$ cat config.mk
export PLATFORM = sky130hd
export DESIGN_NAME = srd_ctrl
export DESIGN_NICKNAME = d
export VERILOG_FILES = /design/src/hw/rtl/srd_pkg.sv /design/src/hw/rtl/srd_ctrl.sv
export SDC_FILE = /design/constraint.sdc
export NUM_CORES = 1
export LEC_CHECK = 0
export ABC_AREA = 1
export ABC_CLOCK_PERIOD_IN_PS = 1500
export BUFFER_PORTS_ARGS = -buffer_cell sky130_fd_sc_hd__buf_2
export CAP_MARGIN = 20
export CELL_PAD_IN_SITES_DETAIL_PLACEMENT = 1
export CELL_PAD_IN_SITES_GLOBAL_PLACEMENT = 1
export CORE_AREA = 5 5 60 62
export DETAILED_ROUTE_END_ITERATION = 8
export DIE_AREA = 0 0 65 67
export PLACE_DENSITY_LB_ADDON = 0.1
export SYNTH_ARGS = -nofsm -noshare
export SYNTH_HDL_FRONTEND = slang
export SYNTH_SLANG_ARGS = --single-unit
$ cat constraint.sdc
create_clock -name clk -period 1.5 [get_ports clk]
set_input_delay 0.375 -clock clk [delete_from_list [all_inputs] [get_ports clk]]
set_output_delay 0.375 -clock clk [all_outputs]
set_load 0.02 [all_outputs]
$ cat src/hw/rtl/srd_pkg.sv
// Shared types, codes and constants of the separable RGBA downscaler.
// No dependencies; every other file of the block refers to it by scoped names.
package srd_pkg;

  // Default sizes, handed to the top level parameters
  localparam int MAX_WIDTH_DEF = 1024;
  localparam int ACC_BITS_DEF  = 40;

  // Configuration port
  localparam int CFG_IDX_W  = 1;
  localparam int CFG_DATA_W = 11;
  localparam logic [CFG_IDX_W-1:0] CFG_PIXEL_MODE   = 1'b0;
  localparam logic [CFG_IDX_W-1:0] CFG_OUTPUT_WIDTH = 1'b1;

  // Pixel modes
  localparam logic MODE_RGBA = 1'b0;
  localparam logic MODE_RGBX = 1'b1;

  // Byte conversion: 1.0 is 65025 * 16384, which fits 30 bits
  localparam int DEN_W = 30;
  localparam logic [DEN_W-1:0] UNIT_ONE = 30'd1065369600;
  localparam int NUM_W = DEN_W + 8;

  typedef enum logic [1:0] {
    OP_PIXEL     = 2'd0,
    OP_COL_END   = 2'd1,
    OP_ROW_START = 2'd2,
    OP_READ      = 2'd3
  } srd_op_t;

  typedef struct packed {
    srd_op_t            opcode;
    logic [7:0]         red_in;
    logic [7:0]         green_in;
    logic [7:0]         blue_in;
    logic [7:0]         alpha_in;
    logic signed [15:0] weight0;
    logic signed [15:0] weight1;
    logic signed [15:0] weight2;
    logic signed [15:0] weight3;
  } srd_in_t;

  typedef struct packed {
    logic [7:0] red_out;
    logic [7:0] green_out;
    logic [7:0] blue_out;
    logic [7:0] alpha_out;
    logic       row_done;
  } srd_out_t;

  typedef enum logic [3:0] {
    ST_CLEAR,
    ST_IDLE,
    ST_DECODE,
    ST_PIX_ACC,
    ST_FOLD_RD,
    ST_FOLD_MLO,
    ST_FOLD_MHI,
    ST_FOLD_WR,
    ST_SHIFT,
    ST_RD_RD,
    ST_RD_START,
    ST_RD_DIV,
    ST_RD_OUT
  } srd_state_t;

  // Commands from controller to datapath
  typedef struct packed {
    logic       item_load;
    logic       pix_prep;
    logic       pix_acc;
    logic       row_load;
    logic       fold_rd;
    logic       fold_mlo;
    logic       fold_mhi;
    logic       fold_wr;
    logic       fold_end;
    logic       rd_rd;
    logic       rd_start;
    logic       rd_take;
    logic       rd_out;
    logic       clr_wr;
    logic [1:0] lane;
    logic [1:0] tap;
    logic [1:0] chan;
  } srd_cmd_t;

  // Status from datapath to controller
  typedef struct packed {
    srd_op_t op;
    logic    fold_ok;
    logic    div_busy;
    logic    clr_last;
    logic    out_free;
  } srd_stat_t;

endpackage

$ cat src/hw/rtl/srd_ctrl.sv
// Controller: sequences the steps of each request and the clearing sweep.
// Depends on srd_pkg for the state, command and status types.
module srd_ctrl (
  input  logic               clk,
  input  logic               rst_n,
  input  logic               in_valid,
  output logic               in_ready,
  output srd_pkg::srd_cmd_t  cmd,
  input  srd_pkg::srd_stat_t st
);

  srd_pkg::srd_state_t state_r;
  srd_pkg::srd_state_t state_nxt;
  logic [3:0]          cnt_r;
  logic [3:0]          cnt_nxt;

  // State and step counter
  always_ff @(posedge clk) begin
    if (!rst_n) begin
      state_r <= srd_pkg::ST_CLEAR;
      cnt_r   <= '0;
    end else begin
      state_r <= state_nxt;
      cnt_r   <= cnt_nxt;
    end
  end

  // Next state and commands
  always_comb begin
    state_nxt = state_r;
    cnt_nxt   = cnt_r;
    in_ready  = 1'b0;
    cmd       = '0;
    cmd.lane  = cnt_r[1:0];
    cmd.tap   = cnt_r[3:2];
    cmd.chan  = cnt_r[1:0];
    unique case (state_r)
      srd_pkg::ST_CLEAR: begin
        cmd.clr_wr = 1'b1;
        if (st.clr_last) begin
          state_nxt = srd_pkg::ST_IDLE;
        end
      end
      srd_pkg::ST_IDLE: begin
        in_ready = 1'b1;
        cnt_nxt  = '0;
        if (in_valid) begin
          cmd.item_load = 1'b1;
          state_nxt     = srd_pkg::ST_DECODE;
        end
      end
      srd_pkg::ST_DECODE: begin
        unique case (st.op)
          srd_pkg::OP_PIXEL: begin
            cmd.pix_prep = 1'b1;
            state_nxt    = srd_pkg::ST_PIX_ACC;
          end
          srd_pkg::OP_COL_END: begin
            state_nxt = st.fold_ok ? srd_pkg::ST_FOLD_RD : srd_pkg::ST_SHIFT;
          end
          srd_pkg::OP_ROW_START: begin
            cmd.row_load = 1'b1;
            state_nxt    = srd_pkg::ST_IDLE;
          end
          default: begin
            state_nxt = srd_pkg::ST_RD_RD;
          end
        endcase
      end
      srd_pkg::ST_PIX_ACC: begin
        cmd.pix_acc = 1'b1;
        cnt_nxt     = cnt_r + 4'd1;
        if (cnt_r[1:0] == 2'd3) begin
          state_nxt = srd_pkg::ST_IDLE;
        end
      end
      srd_pkg::ST_FOLD_RD: begin
        cmd.fold_rd = 1'b1;
        state_nxt   = srd_pkg::ST_FOLD_MLO;
      end
      srd_pkg::ST_FOLD_MLO: begin
        cmd.fold_mlo = 1'b1;
        state_nxt    = srd_pkg::ST_FOLD_MHI;
      end
      srd_pkg::ST_FOLD_MHI: begin
        cmd.fold_mhi = 1'b1;
        state_nxt    = srd_pkg::ST_FOLD_WR;
      end
      srd_pkg::ST_FOLD_WR: begin
        cmd.fold_wr = 1'b1;
        cnt_nxt     = cnt_r + 4'd1;
        state_nxt   = (cnt_r == 4'd15) ? srd_pkg::ST_SHIFT : srd_pkg::ST_FOLD_RD;
      end
      srd_pkg::ST_SHIFT: begin
        cmd.fold_end = 1'b1;
        state_nxt    = srd_pkg::ST_IDLE;
      end
      // Read: alpha first, then red, green, blue
      srd_pkg::ST_RD_RD: begin
        cmd.chan  = cnt_r[1:0] + 2'd3;
        cmd.rd_rd = 1'b1;
        state_nxt = srd_pkg::ST_RD_START;
      end
      srd_pkg::ST_RD_START: begin
        cmd.chan     = cnt_r[1:0] + 2'd3;
        cmd.rd_start = 1'b1;
        state_nxt    = srd_pkg::ST_RD_DIV;
      end
      srd_pkg::ST_RD_DIV: begin
        cmd.chan = cnt_r[1:0] + 2'd3;
        if (!st.div_busy) begin
          cmd.rd_take = 1'b1;
          cnt_nxt     = cnt_r + 4'd1;
          state_nxt   = (cnt_r[1:0] == 2'd3) ? srd_pkg::ST_RD_OUT : srd_pkg::ST_RD_RD;
        end
      end
      srd_pkg::ST_RD_OUT: begin
        if (st.out_free) begin
          cmd.rd_out = 1'b1;
          state_nxt  = srd_pkg::ST_IDLE;
        end
      end
      default: begin
        state_nxt = srd_pkg::ST_IDLE;
      end
    endcase
  end

  // A pending result is never overwritten
  a_out_free: assert property (@(posedge clk) disable iff (!rst_n)
    cmd.rd_out |-> st.out_free)
    else $error("result loaded over a pending one");

  // No request is taken during the clearing sweep
  a_clear_block: assert property (@(posedge clk) disable iff (!rst_n)
    cmd.clr_wr |-> !in_ready)
    else $error("request taken while clearing");

  // A ring write follows both partial products
  a_fold_order: assert property (@(posedge clk) disable iff (!rst_n)
    cmd.fold_wr |-> $past(cmd.fold_mhi) && $past(cmd.fold_mlo, 2))
    else $error("fold write without products");

  // Each start command sets the divider busy
  a_div_take: assert property (@(posedge clk) disable iff (!rst_n)
    cmd.rd_start |=> st.div_busy)
    else $error("divider did not start");

endmodule

==> impl_metrics.csv <==
group,metric,value,unit
clock_tree,clock_path_buffers,2,
layout,nNetsFinal,194,
global_route,grt_start_max_net_pins,7,
worst_hold_path,min_to,"cnt_r[0]",
detailed_routing,num_vias,1009,
pwr,power_per_cell_area,595.3,nW/um2
timing,fmax,0.6205,GHz
detailed_routing,wl_met1,1.298,mm
worst_setup_path,cp-start-kind,"flop",
placed_design,gp_congestion,0.7521,
pwr,pwr-share-comb,0.488,
layout,final_util,0.4601,
worst_setup_path,end_kind,"primary output",
pwr,leakage,0.7532,nW
placed_design,hpwlAfterDp,2.197,mm
timing,slew-limit-headroom,0.7892,
clock_tree,numCtsBuffers,3,
worst_setup_path,worstPathArrival,1240,ps
layout,area_growth,88.47,%
flow_run,maxCapViolCount,0,
pwr,netSwitchingFraction,0.4012,
global_route,overflow,0,
floorplanning,fp-row-count,20,
detailed_routing,wl_met3,77,um
pwr,cellInternalPower,0.0004884,W
timing,drv_slew,0,
clock_tree,root_buffer,"clkbuf_4",
detailed_routing,dr_wl_met2,1.599,mm
timing,hold_viol,0,
placed_design,port_buffers,29,
synth,yosysTopAreaCellShare,0.2203,
floorplanning,coreArea,2978,um2
synth,syn_area_per_cell,5.507,um2
worst_hold_path,worstHoldPathCells,3,
synth,yosysTopAreaCell,"dfxtp_1",
run_status,violations,"negative setup slack",
worst_setup_path,rr_worst_depth,9,
detailed_routing,wirelength,3.011,mm
pwr,switchingPower,0.0003272,W
layout,num_antenna_cells,0,
worst_setup_path,critPathRequiredTime,1120,ps
global_route,grt_usage,0.1389,
synth,synth-edff-count,0,
worst_setup_path,path_max_fanout,5,
timing,post-route-worst-setup-slack,-111.7,ps
synth,synth_cell_types,17,
placed_design,place_inst,201,
clock_tree,cts_tree,"yes",
timing,clock_skew,1.948,ps
detailed_routing,viasPerCell,4.693,
floorplanning,io_pins,30,
worst_setup_path,reg2reg_setup_slack,70,ps
timing,min_period,1612,ps
synth,synth.cells.most_frequent,"29 x nand2_1, 24 x inv_1, 22 x nor2_1",
clock_tree,clkTransAtPathRegs,60,ps
floorplanning,initial_core_util,0.2441,
synth,ys_warn_count,0,
clock_tree,htreeDepth,1,
layout,stdcell_count,215,
timing,holdWs,384.4,ps
pwr,pwr-share-clk,0.208,
global_route,grt_pass1_wl,4.671,mm
detailed_routing,drc,0,
pwr,seqPwrFrac,0.304,
detailed_routing,dr.pass1.iters,4,
worst_setup_path,r2r_start,"state_r[2]",
timing,rsz0062_at_grt,"true",
layout,layout-drive-gt1-share,0.5275,
layout,nFillCells,394,
synth,synth.most_common_cell,"nand2_1",
synth,syn_inst,132,
worst_setup_path,rr_endpoint,"state_r[0]",
timing,worst_pin_slew,315.0,ps
floorplanning,fp.dieArea,4355,um2
pwr,ir_drop,0.3032,mV
timing,post-route-period-util,1.074,
worst_hold_path,hold_path_startpoint,"rst_n",
floorplanning,fp.dieW,65,um
worst_hold_path,hp-class,"input pin to flop",
global_route,antenna_found_initial,0,
run_status,status,"complete, but fails checks",
detailed_routing,routed.top_layer,"met4",
global_route,grt_pass1_vias,1074,
detailed_routing,ant_nets,0,
clock_tree,clock_latency,250,ps
synth,synthesis.area,726.9,um2
detailed_routing,avgRoutedWirePerCell,14.00,um
timing,finalSetupViolations,17,
worst_setup_path,criticalPathCategory,"flop to primary output",
synth,synth-seq-area-share,0.2203,
synth,synth_nets,142,
synth,synthTopCellsByArea,"dfxtp_1 22%, nand2_1 15%, inv_1 12%, nor2_1 11%, nand3_1 11%",
clock_tree,hold_buffers,0,
synth,synth_flop_cell,"dfxtp_1",
synth,async_flop_share,0,
clock_tree,clkSinkCount,8,
floorplanning,die_height,67,um
synth,synth-seq-cells,8,
detailed_routing,drtIter0Drc,14,
flip-flops by register name (all words and copies together), names as in the netlist:
signal	cells
cnt_r	4
state_r	4
repair_timing:
| item | 4_1_cts | 5_1_grt |
|---|---|---|
| resized for setup | 56 | 34 |
| pin swaps | 6 | 10 |
| hold endpoints to repair | 0 | 0 |
| setup buffers | 9 | 3 |
| endpoints found under the setup margin | 17 | 17 |
layout by cell type, fill, tap and decap left out, types with 2 or more instances in the layout:
cell       n
nand3_2    3
buf_6     16
dfxtp_1    4
buf_2     12
inv_1     18
nor2_1    11
nand2_4    6
buf_4     19
nand3_1   15
nand4_1    2
nor2_2     2
dfxtp_4    4
nand2_2    5
nor2_4    12
clkbuf_4   3
o21ai_0    2
nand2_1   23
a21oi_1    8
inv_4      3
inv_2      6
critical path, cell delays in order (launching register included):
cell and delay (ps):
dfxtp_4 400, nor2_4 170, nand2_2 110, inv_2 70
nand3_2 70, inv_2 60, buf_6 100
cell families (layout without fill, tap and decap cells):
family	Yosys count	after routing	synth area share
XOR/XNOR	2	2	0.02410
flip-flops	8	8	0.2203
adder cells (fa/ha/maj)	1	1	0.01721
AND/OR/NAND/NOR	83	83	0.5232
buffers and inverters	27	77	0.1394
AO/OA/AOI/OAI	11	11	0.07573
power by group through the flow:
stage / sequential [W] / combinational [W] / clock (W)
finish: 0.000248 / 0.000398 / 0.000170
global route: 0.000250 / 0.000438 / 0.000187
CTS: 0.000246 / 0.000355 / 0.000175
detailed placement: 0.000240 / 0.000267 / 0
global placement: 0.000239 / 0.000265 / 0
floorplan: 0.000237 / 0.000166 / 0
stage by stage:
stage / setup WS, ps / area, um2 / power (W) / setup TNS, ps
after floorplan: -6.240 / 735.7 / 0.0004030 / -6.240
after global placement: 17.71 / 974.7 / 0.0005031 / 0
after detailed placement: -35.80 / 974.7 / 0.0005062 / -35.80
after CTS: -82.23 / 1210 / 0.0007766 / -778.8
after global routing: -192.7 / 1370 / 0.0008761 / -2213
final: -111.7 / 1370 / 0.0008156 / -921.6
final cells by class:
| class | instances | area [um2] | share of cell area |
|---|---|---|---|
| inverters | 27 | 108.9 | 0.07945 |
| repair buffers | 47 | 382.9 | 0.2795 |
| multi-input cells | 97 | 639.4 | 0.4667 |
| flip-flops and latches | 8 | 175.2 | 0.1279 |
| well taps | 33 | 41.29 | 0.03014 |
| clock buffers | 3 | 22.52 | 0.01644 |
how the worst max path moves through the flow:
stage | startpoint | endpoint | slack [ps] | cells after the start
6_report | state_r[2] | cmd[18] | -110 | 6
5_1_grt | state_r[3] | cmd[18] | -190 | 6
3_5_place_dp | state_r[3] | cmd[18] | -40 | 6
2_1_floorplan | state_r[3] | cmd[0] | -6 | 4
4_1_cts | state_r[3] | cmd[0] | -80 | 5
3_3_place_gp | state_r[3] | cmd[18] | 20 | 6
routing by layer:
layer / up-vias / track usage
met4: 0 / 0.04222
met2: 15 / 0.2593
li1: 510 / -
met3: 4 / 0.01855
met5: - / 0
met1: 480 / 0.1627
Note: power is estimated with default switching activity, not from simulation.
